File: src/u8t_pkg.sv
// ----------------------------------------------------------------------------
// UART 8N1 transceiver package
// Shared types and constants for the transceiver and its receive section.
// ----------------------------------------------------------------------------
package u8t_pkg;

	localparam int unsigned PERIOD_W    = 16;
	localparam int unsigned BYTE_W      = 8;
	localparam int unsigned RX_FRAME_W  = 10;
	localparam int unsigned RX_COUNT_W  = 4;
	localparam int unsigned TX_FRAME_W  = 11;
	localparam int unsigned CFG_INDEX_W = 1;
	localparam int unsigned CFG_DATA_W  = 16;

	localparam logic [PERIOD_W-1:0]   PERIOD_RESET = 16'd1024;
	localparam logic [PERIOD_W-1:0]   PERIOD_MIN   = 16'd2;
	localparam logic [RX_COUNT_W-1:0] RX_LAST_BIT  = 4'd9;
	// Stop bit and end marker sit above the data byte and the start bit.
	localparam logic [1:0]            TX_TAIL_BITS = 2'b11;
	localparam logic                  TX_START_BIT = 1'b0;

	typedef enum logic [CFG_INDEX_W-1:0] {
		CFG_BIT_PERIOD = 1'b0,
		CFG_TX_INVERT  = 1'b1
	} cfg_index_t;

	typedef struct packed {
		logic              valid;
		logic              busy;
		logic [BYTE_W-1:0] data;
	} rx_status_t;

endpackage

File: src/u8t_if.sv
// ----------------------------------------------------------------------------
// UART 8N1 transceiver channels
// Valid/ready channels for the tick items and the status items.
// ----------------------------------------------------------------------------
interface u8t_tick_if;
	logic       valid;
	logic       ready;
	logic       rxd;
	logic       tx_start;
	logic [7:0] tx_byte;

	modport source (output valid, output rxd, output tx_start, output tx_byte, input ready);
	modport sink   (input valid, input rxd, input tx_start, input tx_byte, output ready);
endinterface

interface u8t_status_if;
	logic       valid;
	logic       ready;
	logic       txd;
	logic       tx_busy;
	logic       rx_valid;
	logic [7:0] rx_byte;
	logic       rx_busy;

	modport source (output valid, output txd, output tx_busy, output rx_valid,
		output rx_byte, output rx_busy, input ready);
	modport sink   (input valid, input txd, input tx_busy, input rx_valid,
		input rx_byte, input rx_busy, output ready);
endinterface

File: src/u8t_rx.sv
// ----------------------------------------------------------------------------
// UART 8N1 receive section
// Noise filter, start edge detection and ten-bit frame sampling.
// ----------------------------------------------------------------------------
module u8t_rx import u8t_pkg::*; #(
	parameter int unsigned FILTER_LENGTH = 4
) (
	input  logic                clk,
	input  logic                arst_n,
	input  logic                step,
	input  logic                clear,
	input  logic                rxd,
	input  logic [PERIOD_W-1:0] tick_count,
	input  logic [PERIOD_W-1:0] period,
	output rx_status_t          status
);

	logic [FILTER_LENGTH-1:0] filter_q, filter_n;
	logic [FILTER_LENGTH:0]   filter_ext;
	logic                     level_q, level_n;
	logic                     active_q, active_n;
	logic [RX_COUNT_W-1:0]    count_q, count_n;
	logic [RX_FRAME_W-1:0]    shift_q, shift_n, shift_in;
	logic [BYTE_W-1:0]        data_q, data_n;
	logic [PERIOD_W-1:0]      sample_q, sample_n;
	logic [PERIOD_W:0]        sample_sum;
	logic                     valid_n;

	always_comb begin
		filter_ext = {filter_q, rxd};
		filter_n   = filter_ext[FILTER_LENGTH-1:0];
		level_n    = level_q;
		if (filter_n == '1) begin
			level_n = 1'b1;
		end else if (filter_n == '0) begin
			level_n = 1'b0;
		end

		shift_in   = {rxd, shift_q[RX_FRAME_W-1:1]};
		sample_sum = {1'b0, tick_count} + {2'b00, period[PERIOD_W-1:1]};
		if (sample_sum >= {1'b0, period}) begin
			sample_sum = sample_sum - {1'b0, period};
		end

		active_n = active_q;
		count_n  = count_q;
		shift_n  = shift_q;
		data_n   = data_q;
		sample_n = sample_q;
		valid_n  = 1'b0;

		// Sample the raw line at the sample point
		if (active_q && (tick_count == sample_q)) begin
			shift_n = shift_in;
			if (count_q >= RX_LAST_BIT) begin
				if (!shift_in[0] && shift_in[RX_FRAME_W-1]) begin
					data_n  = shift_in[BYTE_W:1];
					valid_n = 1'b1;
				end
				active_n = 1'b0;
				count_n  = '0;
			end else begin
				count_n = count_q + 1'b1;
			end
		end

		// Falling edge of the filtered level starts a frame
		if (!active_q && level_q && !level_n) begin
			sample_n = sample_sum[PERIOD_W-1:0];
			shift_n  = '0;
			count_n  = '0;
			active_n = 1'b1;
		end
	end

	always_ff @(posedge clk or negedge arst_n) begin
		if (!arst_n) begin
			filter_q <= '1;
			level_q  <= 1'b1;
			active_q <= 1'b0;
			count_q  <= '0;
			shift_q  <= '0;
			data_q   <= '0;
			sample_q <= '0;
		end else begin
			if (step) begin
				filter_q <= filter_n;
				level_q  <= level_n;
				active_q <= active_n;
				count_q  <= count_n;
				shift_q  <= shift_n;
				data_q   <= data_n;
				sample_q <= sample_n;
			end
			if (clear) begin
				active_q <= 1'b0;
				count_q  <= '0;
			end
		end
	end

	assign status.valid = valid_n;
	assign status.busy  = active_n;
	assign status.data  = data_n;

	a_count_range: assert property (@(posedge clk) disable iff (!arst_n)
		count_q <= RX_LAST_BIT)
		else $error("receive bit count past frame length");

	a_idle_count: assert property (@(posedge clk) disable iff (!arst_n)
		!active_q |-> (count_q == '0))
		else $error("receive bit count nonzero while idle");

	a_sample_in_period: assert property (@(posedge clk) disable iff (!arst_n)
		active_q |-> (sample_q < period))
		else $error("sample point outside bit period");

endmodule

File: src/uart_8n1_transceiver_unit.sv
// ----------------------------------------------------------------------------
// UART 8N1 transceiver unit
// Timer-tick driven 8N1 receiver and transmitter with an output register.
// ----------------------------------------------------------------------------
//
//  channel   dir   handshake      payload
//  tick      in    valid/ready    rxd, tx_start, tx_byte[7:0]
//  status    out   valid/ready    txd, tx_busy, rx_valid, rx_byte[7:0], rx_busy
//  cfg       in    cfg_wen only   cfg_index, cfg_wdata[15:0]
//
//  One tick item is taken per cycle while the output register is free or
//  draining; its status item appears in the output register on the next cycle.
//  All state updates run in one pass of logic between the state registers
//  and the output register; the half-period add with wrap sets the path.
//  A stalled status item holds the register; tick.ready stays high while the
//  register is empty or being drained, so no cycle is lost under streaming.
//  Reset is asynchronous: period 1024, inverted transmit, receiver idle.
//
module uart_8n1_transceiver_unit import u8t_pkg::*; #(
	parameter int unsigned FILTER_LENGTH = 4
) (
	input  logic                   clk,
	input  logic                   arst_n,
	u8t_tick_if.sink               tick,
	u8t_status_if.source           status,
	input  logic                   cfg_wen,
	input  logic [CFG_INDEX_W-1:0] cfg_index,
	input  logic [CFG_DATA_W-1:0]  cfg_wdata
);

	// Configuration registers
	logic [PERIOD_W-1:0] bit_period_q;
	logic                tx_invert_q;
	logic                period_clear;

	// Tick state
	logic [PERIOD_W-1:0]   tick_count_q, tick_count_n;
	logic [TX_FRAME_W-1:0] tx_frame_q, tx_frame_n;
	logic                  tx_line_q, tx_line_n;

	// Output register
	logic              out_valid_q;
	logic              txd_q, tx_busy_q, rx_valid_q, rx_busy_q;
	logic [BYTE_W-1:0] rx_byte_q;

	logic                step;
	logic                wrap;
	logic [PERIOD_W-1:0] period;
	rx_status_t          rx_status;

	// Accept a tick whenever the output register is free or draining
	assign tick.ready = !out_valid_q || status.ready;
	assign step       = tick.valid && tick.ready;

	assign period = (bit_period_q < PERIOD_MIN) ? PERIOD_MIN : bit_period_q;
	assign wrap   = tick_count_q >= (period - 1'b1);

	assign period_clear = cfg_wen && (cfg_index_t'(cfg_index) == CFG_BIT_PERIOD);

	u8t_rx #(
		.FILTER_LENGTH (FILTER_LENGTH)
	) u_rx (
		.clk        (clk),
		.arst_n     (arst_n),
		.step       (step),
		.clear      (period_clear),
		.rxd        (tick.rxd),
		.tick_count (tick_count_q),
		.period     (period),
		.status     (rx_status)
	);

	// Transmit shift on wrap, load when idle, then advance the counter
	always_comb begin
		tx_frame_n = tx_frame_q;
		tx_line_n  = tx_line_q;
		if (tx_frame_q != '0) begin
			if (wrap) begin
				tx_line_n  = tx_frame_q[0] ^ tx_invert_q;
				tx_frame_n = {1'b0, tx_frame_q[TX_FRAME_W-1:1]};
			end
		end else if (tick.tx_start) begin
			// A byte loaded on a wrap goes out from the next wrap on
			tx_frame_n = {TX_TAIL_BITS, tick.tx_byte, TX_START_BIT};
		end

		if (wrap) begin
			tick_count_n = '0;
		end else begin
			tick_count_n = tick_count_q + 1'b1;
		end
	end

	always_ff @(posedge clk or negedge arst_n) begin
		if (!arst_n) begin
			bit_period_q <= PERIOD_RESET;
			tx_invert_q  <= 1'b1;
			tick_count_q <= '0;
			tx_frame_q   <= '0;
			tx_line_q    <= 1'b0;
		end else begin
			if (step) begin
				tick_count_q <= tick_count_n;
				tx_frame_q   <= tx_frame_n;
				tx_line_q    <= tx_line_n;
			end
			if (cfg_wen) begin
				case (cfg_index_t'(cfg_index))
					CFG_BIT_PERIOD: begin
						// New period restarts the counter; receiver drops its frame
						bit_period_q <= cfg_wdata[PERIOD_W-1:0];
						tick_count_q <= '0;
					end
					CFG_TX_INVERT: begin
						tx_invert_q <= cfg_wdata[0];
					end
					default: begin
					end
				endcase
			end
		end
	end

	always_ff @(posedge clk or negedge arst_n) begin
		if (!arst_n) begin
			out_valid_q <= 1'b0;
		end else if (step) begin
			out_valid_q <= 1'b1;
		end else if (status.ready) begin
			out_valid_q <= 1'b0;
		end
	end

	always_ff @(posedge clk) begin
		if (step) begin
			txd_q      <= tx_line_n;
			tx_busy_q  <= (tx_frame_n != '0);
			rx_valid_q <= rx_status.valid;
			rx_byte_q  <= rx_status.data;
			rx_busy_q  <= rx_status.busy;
		end
	end

	assign status.valid    = out_valid_q;
	assign status.txd      = txd_q;
	assign status.tx_busy  = tx_busy_q;
	assign status.rx_valid = rx_valid_q;
	assign status.rx_byte  = rx_byte_q;
	assign status.rx_busy  = rx_busy_q;

	a_tick_in_period: assert property (@(posedge clk) disable iff (!arst_n)
		tick_count_q < period)
		else $error("tick counter outside bit period");

	a_stall_only_when_full: assert property (@(posedge clk) disable iff (!arst_n)
		!tick.ready |-> out_valid_q)
		else $error("tick item refused with empty output register");

	a_done_not_busy: assert property (@(posedge clk) disable iff (!arst_n)
		(out_valid_q && rx_valid_q) |-> !rx_busy_q)
		else $error("receive byte delivered while frame still active");

endmodule
File: src/flat_wrapper.sv
// flat-port wrapper written by rule: the top's interface ports become plain ports
module uart_8n1_transceiver_unit_flat import u8t_pkg::*;
#(
	parameter int unsigned FILTER_LENGTH = 4
)
  (clk, arst_n, cfg_wen, cfg_index, cfg_wdata, tick_valid, tick_rxd, tick_tx_start, tick_tx_byte, tick_ready, status_valid, status_txd, status_tx_busy, status_rx_valid, status_rx_byte, status_rx_busy, status_ready);
  u8t_tick_if tick_i ();
  u8t_status_if status_i ();
  input  logic clk;
  input  logic arst_n;
  input  logic cfg_wen;
  input  logic [CFG_INDEX_W-1:0] cfg_index;
  input  logic [CFG_DATA_W-1:0] cfg_wdata;
  input wire logic [$bits(tick_i.valid)-1:0] tick_valid;
  input wire logic [$bits(tick_i.rxd)-1:0] tick_rxd;
  input wire logic [$bits(tick_i.tx_start)-1:0] tick_tx_start;
  input wire logic [$bits(tick_i.tx_byte)-1:0] tick_tx_byte;
  output wire logic [$bits(tick_i.ready)-1:0] tick_ready;
  output wire logic [$bits(status_i.valid)-1:0] status_valid;
  output wire logic [$bits(status_i.txd)-1:0] status_txd;
  output wire logic [$bits(status_i.tx_busy)-1:0] status_tx_busy;
  output wire logic [$bits(status_i.rx_valid)-1:0] status_rx_valid;
  output wire logic [$bits(status_i.rx_byte)-1:0] status_rx_byte;
  output wire logic [$bits(status_i.rx_busy)-1:0] status_rx_busy;
  input wire logic [$bits(status_i.ready)-1:0] status_ready;
  assign tick_i.valid = tick_valid;
  assign tick_i.rxd = tick_rxd;
  assign tick_i.tx_start = tick_tx_start;
  assign tick_i.tx_byte = tick_tx_byte;
  assign tick_ready = tick_i.ready;
  assign status_valid = status_i.valid;
  assign status_txd = status_i.txd;
  assign status_tx_busy = status_i.tx_busy;
  assign status_rx_valid = status_i.rx_valid;
  assign status_rx_byte = status_i.rx_byte;
  assign status_rx_busy = status_i.rx_busy;
  assign status_i.ready = status_ready;
  uart_8n1_transceiver_unit #(.FILTER_LENGTH(FILTER_LENGTH)) u_core (.clk(clk), .arst_n(arst_n), .tick(tick_i), .status(status_i), .cfg_wen(cfg_wen), .cfg_index(cfg_index), .cfg_wdata(cfg_wdata));
endmodule
File: config.mk
export PLATFORM = sky130hd
export DESIGN_NAME = uart_8n1_transceiver_unit_flat
export DESIGN_NICKNAME = d
export VERILOG_FILES = /design/src/u8t_pkg.sv /design/src/u8t_if.sv /design/src/u8t_rx.sv /design/src/uart_8n1_transceiver_unit.sv /design/src/flat_wrapper.sv
export SDC_FILE = /design/constraint.sdc
export NUM_CORES = 1
export LEC_CHECK = 0
export ABC_AREA = 1
export BUFFER_PORTS_ARGS = -buffer_cell sky130_fd_sc_hd__buf_4
export CORE_ASPECT_RATIO = 0.75
export CORE_UTILIZATION = 40
export DETAILED_ROUTE_END_ITERATION = 7
export MAX_ROUTING_LAYER = met4
export PLACE_DENSITY = 0.55
export SLEW_MARGIN = 10
export SYNTH_ARGS = -nofsm -noshare
export SYNTH_HDL_FRONTEND = slang
export SYNTH_SLANG_ARGS = --single-unit
File: constraint.sdc
create_clock -name clk -period 4.8 [get_ports clk]
set_clock_uncertainty 0.15 [all_clocks]
set_input_delay 0 -clock clk [delete_from_list [all_inputs] [get_ports clk]]
set_output_delay 0 -clock clk [all_outputs]
set_load 0.1 [all_outputs]
==> metrics.csv, run 1 <==
stage,metric,value,unit
global_routing,track_usage,23.3,%
die,rows,42,
power_and_ir_drop,ir_drop,0.179,mV
power_and_ir_drop,finalPower,0.00322,W
clocking,clk_pin_slew,0.08,ns
setup_path,critPathKind,flip-flop to flip-flop,
timing,worst_slew_pin_slew,0.969,ns
synth,yosys_register_bits,100,
synth,syn_area_per_cell,7.39,µm²
synth,yosysTopAreaCell,dfrtp_1,
die,core-area,0.0176,mm²
global_routing,grt_pass1_vias,6121,
final_layout,final_cells,1280,
synth,synthesis.nets,1055,
timing,slew_violations,0,
clocking,insertion_delay,0.35,ns
final_layout,layout.nets,1117,
routing,via_count,6399,
power_and_ir_drop,pwr-share-comb,40.6,%
placement,port-buffer-count,45,
global_routing,grt_max_degree,72,
setup_path,worstPathRequired,4.88,ns
global_routing,grt_overflow_total,0,
power_and_ir_drop,clkPwrFrac,22.8,%
routing,drc,0,
setup_path,slowest_delay,0.41,ns
clocking,cts_tree,done,
setup_path,crit_fanout,14,
power_and_ir_drop,p_int,0.00187,W
timing,hold_viol,0,
setup_path,cp-start-kind,flip-flop,
timing,finalSetupViolations,0,
power_and_ir_drop,p_per_area,385,mW/mm²
die,dieArea,0.0185,mm²
synth,yosys_warnings,0,
placement,hpwl,15100,µm
routing,drt_iter0_markers,445,
clocking,htreeDepth,3,
clocking,cts_buffer_depth,2,
die,start_util,40.8,%
timing,slew_headroom,35.4,%
synth,synth_area_leaders,"dfrtp_1 29%, nand2_1 11%, ha_1 8.9%, inv_1 6.1%, nor2_1 5.3%",
min_path,hp-class,input port to flip-flop,
synth,post_synth_num_cell_types,47,
setup_path,cp-end-kind,flip-flop,
global_routing,grt_pass1_wl,32700,µm
synth,ys_async_sr_fraction,88.0,%
synth,netlist_instances,971,
final_layout,post-route-util,47.5,%
synth,yosys.area.top_type_share,28.6,%
synth,synth_ff_type,dfrtp_1,
final_layout,syn2layout_area_growth,16.6,%
routing,dr.pass1.iters,5,
setup_path,path_cells,"nor2_1, nand2_1, nor2_2, nand2_2, nand2_4, ha_1, inv_1, fa_1, o21ai_2, nand2_1, nand3_2, a21oi_1, o21bai_1, xor2_1, inv_1, ha_1, a21o_1, nand2_1, nand4_4, nor2_8, buf_4, nand3b_1, nand3_1, nand2_1",
timing,fmax,0.227,GHz
timing,fin_crit,4.40,ns
synth,syn-cell-area,0.00718,mm²
routing,ant_nets,0,
routing,routed_wl,19600,µm
synth,ys_seq_area_share,35.8,%
run,cap_violations,0,
clocking,cts.sinks,100,
setup_path,arrival,4.48,ns
routing,routed_via_density,5.00,
power_and_ir_drop,switching_share,42.0,%
final_layout,antenna_cells,0,
setup_path,slowest_stage,dfrtp_1,
power_and_ir_drop,switchingPower,0.00135,W
clocking,root_buffer,clkbuf_16,
power_and_ir_drop,share_seq_of_total_power,36.6,%
synth,synth_edf_count,12,
timing,fin_crit_sh,91.6,%
final_layout,drive_gt1_share,11.0,%
run_status,outcome,"complete, no violations",
routing,wl_per_cell,15.4,µm
clocking,cts_buffers,9,
power_and_ir_drop,leakagePower,4.14,nW
setup_path,crit_top_cell,nand2_1,
placement,gp_congestion,0.874,
die,die_width,157,µm
global_routing,antenna_found_initial,0,
die,pin_count,46,
die,die_h,118,µm
placement,dp.cells,1232,
worst max-delay path: cells and delay by family (launching register included):
kind | cells | cell delay [ns]
buffers and inverters | 3 | 0.31
XOR/XNOR | 1 | 0.21
AND/OR/NAND/NOR | 13 | 1.63
flip-flops | 1 | 0.41
AO/OA/AOI/OAI | 4 | 0.64
adder cells (fa/ha/maj) | 3 | 0.90
cells in the mapped netlist (6+ instances only):
library cell	n
nand2_1	218
inv_1	116
nor2_1	102
dfrtp_1	82
nand3_1	63
a21oi_1	61
o21ai_0	52
ha_1	51
xor2_1	33
clkbuf_1	26
nor3_1	19
edfxtp_1	12
nand4_1	12
xnor2_1	11
o21ai_1	10
nand3_2	9
nor4_1	9
nand3b_1	8
o22ai_1	8
dfstp_2	6
nand2_2	6
nor2_2	6
flip-flops by register name, indices dropped and copies added, names as in the netlist:
signal / cells
u_core.tx_invert_q: 1
u_core.tick_count_q: 16
u_core.u_rx.shift_q: 9
u_core.status.rx_busy: 1
u_core.bit_period_q: 16
u_core.u_rx.active_q: 1
u_core.u_rx.level_q: 1
u_core.u_rx.count_q: 4
u_core.u_rx.filter_q: 3
u_core.status.tx_busy: 1
u_core.status.rx_valid: 1
u_core.u_rx.sample_q: 16
u_core.tx_frame_q: 11
u_core.u_rx.data_q: 8
u_core.status.txd: 1
u_core.tx_line_q: 1
u_core.status.rx_byte: 8
u_core.status.valid: 1
power by group through the flow:
stage	sequential, W	clock (W)	combinational, W
2_1_floorplan	0.00119	0	0.000907
3_3_place_gp	0.00119	0	0.00126
3_5_place_dp	0.00119	0	0.00126
4_1_cts	0.00118	0.000759	0.00129
5_1_grt	0.00120	0.000791	0.00148
6_report	0.00118	0.000735	0.00131
layout make-up:
type                    count  area (µm²)
repair buffers             84         708
multi-input cells         716        4030
clock inverters             7        73.8
clock buffers               9         225
well taps                 242         303
flip-flops and latches    100        2570
fillers                  1834        9240
inverters                 122         458
through the flow:
| step | hold WS, ns | TNS, ns | setup slack, ns | area (µm²) |
|---|---|---|---|---|
| after floorplan | -0.446 | 0 | 0.774 | 7180 |
| after global placement | -0.260 | 0 | 0.257 | 7730 |
| after detailed placement | -0.255 | 0 | 0.172 | 7730 |
| after CTS | 0.162 | 0 | 0.137 | 8340 |
| after global routing | 0.209 | -0.0145 | -0.0145 | 8370 |
| final | 0.170 | 0 | 0.401 | 8370 |
what timing repair did:
action / in CTS / in global routing
gates resized for setup: 0 / 5
buffers inserted: 0 / 1
hold buffers: 31 / 0
endpoints found under the hold margin: 49 / 0
setup endpoints to repair: 0 / 17
placed cells by master, fill, tap and decap left out, types with 11 or more instances in the layout:
cell / n
nand2_1: 218
inv_1: 116
nor2_1: 99
dfrtp_1: 82
nand3_1: 63
a21oi_1: 61
buf_4: 53
o21ai_0: 52
ha_1: 51
xor2_1: 33
dlygate4sd3_1: 31
nor3_1: 19
nand4_1: 12
edfxtp_1: 12
xnor2_1: 11
final timing paths:
| path | cells after the start | from | slack [ns] | endpoint |
|---|---|---|---|---|
| setup / recovery | 24 | u_core.bit_period_q[15] | 0.40 | u_core.u_rx.sample_q[8] |
| hold / removal | 6 | cfg_wen | 0.17 | u_core.bit_period_q[4] |
| setup reg to reg | 24 | u_core.bit_period_q[15] | 0.40 | u_core.u_rx.sample_q[8] |
| hold reg to reg | 2 | u_core.u_rx.filter_q[2] | 0.33 | u_core.u_rx.filter_q[2] |
| max in group asynchronous | 3 | arst_n | 3.23 | u_core.u_rx.sample_q[12] |
| min in group asynchronous | 3 | arst_n | 0.26 | u_core.bit_period_q[3] |
metal layers:
metal  up-vias  part of all wire [%]  global-route usage, %
met2       145                    40                   31.9
met4         0                  0.67                   3.25
met3        10                   5.5                   4.71
li1       3313                     -                      -
met5         -                     0                      -
met1      2931                    54                   35.6
cell families (layout without fill, tap and decap cells):
logic type / after synthesis / after routing / share of synthesized area (%)
AO/OA/AOI/OAI: 156 / 156 / 12.0
XOR/XNOR: 44 / 44 / 5.37
buffers and inverters: 155 / 222 / 8.39
flip-flops: 100 / 100 / 35.8
adder cells (fa/ha/maj): 52 / 52 / 9.17
AND/OR/NAND/NOR: 464 / 464 / 29.2
Power figures use the tool's default switching activity.
==> run 2: changes to the inputs <==
--- a/config.mk
+++ b/config.mk
@@ -10,8 +10,10 @@
 export CORE_ASPECT_RATIO = 0.75
 export CORE_UTILIZATION = 40
 export DETAILED_ROUTE_END_ITERATION = 7
+export HOLD_SLACK_MARGIN = 0.12
 export MAX_ROUTING_LAYER = met4
 export PLACE_DENSITY = 0.55
+export REMOVE_ABC_BUFFERS = 1
 export SLEW_MARGIN = 10
 export SYNTH_ARGS = -nofsm -noshare
 export SYNTH_HDL_FRONTEND = slang
==> metrics.csv, run 2 (same netlist as run 1, synthesis figures left out) <==
stage,metric,value,unit,change
run_status,outcome,"complete, no violations",,
placement,port-buffer-count,45,,unchanged
routing,drt_iter0_markers,451,,+1.3%
setup_path,cp-start-kind,flip-flop,,
setup_path,path_cells,"nor2_1, nand2_1, nor2_2, nand2_2, nand2_4, ha_1, inv_1, fa_1, o21ai_2, nand2_1, nand3_2, a21oi_1, o21bai_1, xor2_1, inv_1, ha_1, a21o_1, nand2_1, nand4_4, nor2_8, nand2_4, nand2_1, nand3_1, nand2_1",,
setup_path,critPathKind,flip-flop to flip-flop,,
timing,worst_slew_pin_slew,0.873,ns,-0.0958 ns
min_path,hp-start,tick_valid,,
global_routing,grt_pass1_wl,31600,µm,-3.5%
power_and_ir_drop,clkPwrFrac,23.4,%,+0.6 points
setup_path,cp-end-kind,flip-flop,,
power_and_ir_drop,ir_drop,0.191,mV,+6.3%
setup_path,ff2ff_path_depth,24,,unchanged
global_routing,grt_overflow_total,0,,unchanged
power_and_ir_drop,share_seq_of_total_power,36.0,%,-0.6 points
clocking,cts_buffers,9,,unchanged
timing,slew_violations,0,,unchanged
setup_path,slowest_delay,0.41,ns,about the same
min_path,min_to,u_core.status.valid,,
global_routing,track_usage,22.6,%,-0.76 points
power_and_ir_drop,p_per_area,381,mW/mm²,-1.0%
die,dieArea,0.0185,mm²,unchanged
die,rows,42,,unchanged
placement,hpwl,14700,µm,-2.5%
routing,drc,0,,unchanged
clocking,insertion_delay,0.35,ns,about the same
setup_path,worstPathRequired,4.93,ns,+0.05 ns
final_layout,syn2layout_area_growth,19.2,%,
setup_path,regToRegEndpoint,u_core.u_rx.sample_q[8],,
power_and_ir_drop,switching_share,41.0,%,-0.95 points
power_and_ir_drop,pwr-share-comb,40.6,%,about the same
run,cap_violations,0,,unchanged
timing,fin_crit_sh,92.2,%,+0.58 points
setup_path,r2r_slack,0.37,ns,-0.03 ns
routing,routed_wl,19500,µm,-0.93%
setup_path,slowest_stage,dfrtp_1,,
timing,hold_viol,0,,unchanged
die,core-area,0.0176,mm²,unchanged
final_layout,drive_gt1_share,10.8,%,-0.16 points
power_and_ir_drop,switchingPower,0.00134,W,-1.1%
routing,via_count,6396,,-0.047%
clocking,cts_tree,done,,
final_layout,mostFrequentLayoutCells,"218 x nand2_1, 116 x inv_1, 100 x nor2_1, 82 x dfrtp_1, 63 x nand3_1",,
clocking,clk_pin_slew,0.07,ns,about the same
final_layout,final_common_cell,nand2_1,,
timing,slew_headroom,41.8,%,+6.4 points
final_layout,reg_top3,"u_core.bit_period_q (16), u_core.tick_count_q (16), u_core.u_rx.sample_q (16)",,
power_and_ir_drop,p_int,0.00192,W,+2.9%
min_path,whs_path_depth,3,,-3
final_layout,layout.nets,1132,,+1.3%
global_routing,antenna_found_initial,1,,+1
power_and_ir_drop,leakagePower,4.21,nW,+1.8%
setup_path,crit_fanout,19,,+5
placement,dp.cells,1230,,-0.16%
min_path,hp-class,input port to flip-flop,,
global_routing,grt_max_degree,66,,-8.3%
clocking,root_buffer,clkbuf_16,,
clocking,htreeDepth,3,,unchanged
final_layout,final_cells,1296,,+1.3%
clocking,cts_buffer_depth,2,,unchanged
die,pin_count,46,,unchanged
timing,fin_crit,4.43,ns,+0.0281 ns
global_routing,grt_pass1_vias,5853,,-4.4%
die,die_h,118,µm,unchanged
clocking,cts.sinks,100,,unchanged
timing,finalSetupViolations,0,,unchanged
placement,gp_congestion,0.865,,-0.95%
timing,fmax,0.226,GHz,-0.63%
die,die_width,157,µm,unchanged
timing,fin_hold_ws,0.208,ns,+0.0383 ns
routing,routed_via_density,4.94,,-1.3%
routing,ant_nets,0,,unchanged
setup_path,arrival,4.56,ns,+0.08 ns
routing,dr.pass1.iters,5,,unchanged
setup_path,r2r_start,u_core.bit_period_q[15],,
die,start_util,40.8,%,unchanged
routing,wl_per_cell,15.0,µm,-2.1%
setup_path,crit_top_cell,nand2_1,,
[run 2: worst max-delay path by stage]
stage                             from                  endpoint  slack (ns)  cells after the start
4_1_cts        u_core.bit_period_q[15]   u_core.u_rx.sample_q[9]        0.14                     26
5_1_grt        u_core.bit_period_q[15]   u_core.u_rx.sample_q[0]       -0.01                     24
3_5_place_dp   u_core.bit_period_q[15]   u_core.u_rx.sample_q[9]        0.19                     26
6_report       u_core.bit_period_q[15]   u_core.u_rx.sample_q[8]        0.37                     24
2_1_floorplan   u_core.bit_period_q[3]  u_core.u_rx.sample_q[10]        0.76                     26
3_3_place_gp   u_core.bit_period_q[15]   u_core.u_rx.sample_q[9]        0.25                     26
[run 2: per-layer routing]
layer  wire [µm]  vias to the layer above  track usage [%]
met3        1030                       13             4.34
met2        7620                      128             30.3
met1       10700                     2910             35.1
li1            -                     3345                -
met5           0                        -                -
met4         119                        0             2.94
[run 2: through the flow]
stage | setup WS (ns) | total power [W] | setup TNS [ns] | cell area (µm²) | util, %
after floorplan | 0.757 | 0.00208 | 0 | 7030 | -
after global placement | 0.247 | 0.00245 | 0 | 7710 | 43.8
after detailed placement | 0.188 | 0.00244 | 0 | 7710 | 43.8
after CTS | 0.137 | 0.00325 | 0 | 8490 | 48.2
after global routing | -0.0120 | 0.00350 | -0.0246 | 8550 | 48.6
final | 0.373 | 0.00326 | 0 | 8550 | 48.6
[run 2: what timing repair did]
item	4_1_cts	5_1_grt
endpoints found under the hold margin	117	0
buffers inserted	0	2
hold buffers	46	0
setup endpoints to repair	0	16
resized for setup	0	4
[run 2: power by group through the flow]
stage	combinational (W)	clock (W)	sequential (W)
2_1_floorplan	0.000884	0	0.00119
3_3_place_gp	0.00125	0	0.00119
3_5_place_dp	0.00125	0	0.00119
4_1_cts	0.00129	0.000784	0.00117
5_1_grt	0.00150	0.000811	0.00120
6_report	0.00132	0.000765	0.00117
[run 2: layout make-up]
cell class | count | area [µm²]
repair buffers | 98 | 873
well taps | 242 | 303
flip-flops and latches | 100 | 2570
clock inverters | 7 | 83.8
fillers | 1773 | 9050
diodes | 1 | 2.50
clock buffers | 9 | 225
multi-input cells | 717 | 4040
inverters | 122 | 458
[run 2: worst max-delay path, delay by kind of cell (launching register included)]
kind | cells | cell delay, ns
adders and majority gates | 3 | 0.93
buffers and inverters | 2 | 0.13
xor gates and xnor gates | 1 | 0.20
DFF | 1 | 0.41
AOI/OAI and AO/OA | 4 | 0.68
and+or+nand+nor | 14 | 1.85
==> run 3: changes to the inputs <==
--- a/config.mk
+++ b/config.mk
@@ -5,14 +5,13 @@
 export SDC_FILE = /design/constraint.sdc
 export NUM_CORES = 1
 export LEC_CHECK = 0
-export ABC_AREA = 1
 export BUFFER_PORTS_ARGS = -buffer_cell sky130_fd_sc_hd__buf_4
 export CORE_ASPECT_RATIO = 0.75
 export CORE_UTILIZATION = 40
 export DETAILED_ROUTE_END_ITERATION = 7
 export HOLD_SLACK_MARGIN = 0.12
 export MAX_ROUTING_LAYER = met4
-export PLACE_DENSITY = 0.55
+export PLACE_DENSITY = 0.56
 export REMOVE_ABC_BUFFERS = 1
 export SLEW_MARGIN = 10
 export SYNTH_ARGS = -nofsm -noshare
==> metrics.csv, run 3 <==
stage,metric,value,unit,change
routing,drc,0,,unchanged
die,core-area,0.0170,mm²,-3.3%
die,die_width,155,µm,-0.93%
power_and_ir_drop,pwr-share-comb,42.4,%,+1.8 points
timing,slew_headroom,34.2,%,-7.6 points
final_layout,final_cells,1171,,-9.6%
synth,synth_fa_ha_area_share,9.35,%,+0.17 points
die,die_h,117,µm,-0.92%
timing,grt_setup_unrepaired,true,,
clocking,htreeDepth,3,,unchanged
setup_path,slowest_delay,0.53,ns,+0.12 ns
timing,finalSetupViolations,16,,+16
synth,netlist_instances,786,,-19%
power_and_ir_drop,p_per_area,334,mW/mm²,-12%
timing,fin_crit,5.02,ns,+0.593 ns
setup_path,arrival,5.11,ns,+0.55 ns
synth,synth_most_common_cell,nand2_1,,
power_and_ir_drop,ir_drop,0.182,mV,-4.5%
global_routing,grt_pass1_vias,5939,,+1.5%
timing,tns,-1.96,ns,-1.96 ns
synth,yosys_register_bits,100,,unchanged
clocking,cts_buffer_depth,2,,unchanged
timing,timing.final.ws_setup,-0.220,ns,-0.593 ns
final_layout,syn2layout_area_growth,28.0,%,
timing,fmax,0.199,GHz,-12%
final_layout,final_common_cell,buf_4,,
final_layout,drive_gt1_share,21.4,%,+11 points
setup_path,path_cells,"nor4_4, nand4_4, o21ai_4, ha_4, inv_2, fa_2, nor2b_2, o31a_1, nor2_1, o31a_1, or4b_4, o2111ai_4, ha_4, a21oi_4, o21ai_2, a221oi_2, o211ai_1, a31oi_4, and3_4, buf_6, nand3_2, o211ai_1",,
die,rows,41,,-2.4%
routing,ant_nets,0,,unchanged
synth,synth_top_family_by_area,simple AND/OR/NAND/NOR gates,,
final_layout,num-fill-cells,1564,,-12%
final_layout,multiInputGateArea,0.00431,mm²,+6.6%
final_layout,layout.nets,1013,,-11%
timing,worst_slew_pin_slew,0.984,ns,+0.111 ns
synth,yosys_warnings,0,,unchanged
power_and_ir_drop,p_int,0.00186,W,-3.2%
synth,yosysTopAreaCell,dfrtp_1,,
synth,yosys.area.top_type_share,29.1,%,+0.54 points
routing,dr.pass1.iters,5,,unchanged
min_path,hp-class,input port to flip-flop,,
run_status,outcome,"finished, violations left",,
routing,drt_iter0_markers,409,,-9.3%
power_and_ir_drop,share_seq_of_total_power,34.1,%,-1.9 points
synth,synthTopCellsByCount,"101 x nand2_1, 82 x dfrtp_1, 66 x nor2_1",,
power_and_ir_drop,switching_share,38.2,%,-2.8 points
setup_path,cp-start-kind,flip-flop,,
placement,gp_congestion,0.895,,+3.4%
die,start_util,41.3,%,+0.59 points
setup_path,slowest_stage,or4b_4,,
setup_path,critPathKind,flip-flop to flip-flop,,
clocking,root_buffer,clkbuf_16,,
synth,synth-xor-area-share,7.57,%,+2.2 points
routing,routed_wl,20400,µm,+4.7%
synth,post_synth_num_cell_types,73,,+55%
clocking,insertion_delay,0.36,ns,about the same
global_routing,grt_max_degree,63,,-4.5%
power_and_ir_drop,leakagePower,4.14,nW,-1.8%
final_layout,post-route-util,52.9,%,+4.3 points
final_layout,final-seq-area,0.00257,mm²,unchanged
synth,syn-cell-area,0.00704,mm²,-1.9%
clocking,cts_buffers,9,,unchanged
routing,via_count,6322,,-1.2%
timing,hold_viol,0,,unchanged
setup_path,worstPathRequired,4.89,ns,-0.04 ns
die,dieArea,0.0181,mm²,-1.8%
global_routing,track_usage,23.9,%,+1.4 points
synth,ys_async_sr_fraction,88.0,%,unchanged
timing,slew_violations,0,,unchanged
placement,hpwl,15400,µm,+4.3%
synth,synth_edf_count,12,,unchanged
synth,ys_seq_area_share,36.5,%,+0.68 points
clocking,cts_tree,done,,
global_routing,grt_overflow_total,0,,unchanged
synth,synth_area_leaders,"dfrtp_1 29%, ha_1 9.1%, nand2_1 5.4%, edfxtp_1 5.1%, xnor2_1 4.5%",,
clocking,clk_pin_slew,0.07,ns,about the same
global_routing,grt_pass1_wl,32000,µm,+1.3%
routing,wl_per_cell,17.4,µm,+16%
final_layout,reg_top3,"u_core.bit_period_q (16), u_core.tick_count_q (16), u_core.u_rx.sample_q (16)",,
run_status,violations,negative setup slack,,
global_routing,antenna_found_initial,1,,unchanged
synth,synth_compound_area_share,16.9,%,+4.9 points
timing,fin_hold_ws,0.241,ns,+0.0322 ns
timing,fin_crit_sh,105,%,+12 points
synth,muxShareOfSynthArea,5.26,%,+5.3 points
synth,syn_area_per_cell,8.96,µm²,+21%
routing,routed_via_density,5.40,,+9.4%
placement,port-buffer-count,45,,unchanged
setup_path,cp-end-kind,flip-flop,,
synth,synth_ff_type,dfrtp_1,,
power_and_ir_drop,clkPwrFrac,23.5,%,about the same
run,cap_violations,0,,unchanged
synth,yosys.area_share.simple,20.0,%,-9.2 points
final_layout,mostFrequentLayoutCells,"113 x buf_4, 100 x nand2_1, 82 x dfrtp_1, 64 x nor2_1, 52 x dlygate4sd3_1",,
clocking,cts.sinks,100,,unchanged
die,pin_count,46,,unchanged
power_and_ir_drop,switchingPower,0.00115,W,-14%
setup_path,crit_fanout,7,,-12
placement,dp.cells,1091,,-11%
[run 3: changes by cell type after synthesis, sizes merged, moves of 8 or more]
cell | previous run | this run
and3 | 1 | 14
nand2b | 0 | 8
o21a | 2 | 13
nor2 | 109 | 67
mux2i | 0 | 10
nand3 | 72 | 20
xnor2 | 11 | 37
mux2 | 0 | 24
xor2 | 33 | 23
o22ai | 8 | 0
a21oi | 62 | 38
nand2 | 227 | 101
inv | 120 | 40
[run 3: cell type report]
cell class	count	area share, %
Inverter	40	1.67
Clock buffer	9	2.50
Multi-Input combinational cell	610	47.8
Antenna cell	1	0.0278
Clock inverter	7	0.653
Sequential cell	100	28.5
Timing Repair Buffer	168	15.6
Tap cell	236	3.28
[run 3: timing repair]
action,CTS,global route
pin swaps,15,19
endpoints found under the hold margin,150,0
buffers inserted,7,4
endpoints found under the setup margin,16,17
hold buffers,52,0
gates resized for setup,23,18
[run 3: metrics by stage]
step                      instance area, µm²  power (W)  setup slack, ns
after global routing                    9010    0.00318           -0.371
after global placement                  7970    0.00215           -0.358
after CTS                               8930    0.00297           -0.104
after detailed placement                7970    0.00217           -0.562
after floorplan                         6880    0.00178           -0.360
final                                   9010    0.00301           -0.220
[run 3: final timing paths]
kind                       slack (ns)                     from                 endpoint  cells after the start
min in group asynchronous        0.62                   arst_n  u_core.u_rx.filter_q[0]                      3
max                             -0.22  u_core.bit_period_q[13]  u_core.u_rx.sample_q[5]                     22
min reg2reg                      0.32  u_core.u_rx.filter_q[2]  u_core.u_rx.filter_q[2]                      2
max in group asynchronous        2.48                   arst_n    u_core.tx_frame_q[10]                      4
max reg2reg                     -0.22  u_core.bit_period_q[13]  u_core.u_rx.sample_q[5]                     22
min                              0.24             cfg_wdata[5]   u_core.bit_period_q[5]                      4
[run 3: worst max-delay path, delay by kind of cell, from the launching register on]
| kind | cells | cell delay (ns) |
|---|---|---|
| AOI/OAI and AO/OA | 10 | 1.83 |
| and+or+nand+nor | 7 | 1.57 |
| adders and majority gates | 3 | 0.77 |
| DFF | 1 | 0.42 |
| buffers and inverters | 2 | 0.16 |
[run 3: cell families after synthesis]
kind of cell | Yosys count
fa+ha+maj | 52
simple gates | 283
flops | 100
buf+inv | 76
compound gates | 181
mux | 34
xor+xnor | 60
[run 3: layer usage]
metal  track usage (%)  routed length, µm  up-vias
li1                  -                  -     3088
met1              35.4              10800     3046
met2              33.4               8310      172
met3              4.46               1080       16
met4              5.49                228        0
met5                 -                  0        -
[run 3: power groups by stage]
stage          clock network (W)  registers (W)  logic, W
2_1_floorplan                  0        0.00107  0.000712
3_3_place_gp                   0        0.00104   0.00112
3_5_place_dp                   0        0.00104   0.00113
4_1_cts                 0.000718        0.00102   0.00122
5_1_grt                 0.000746        0.00104   0.00139
6_report                0.000707        0.00103   0.00128
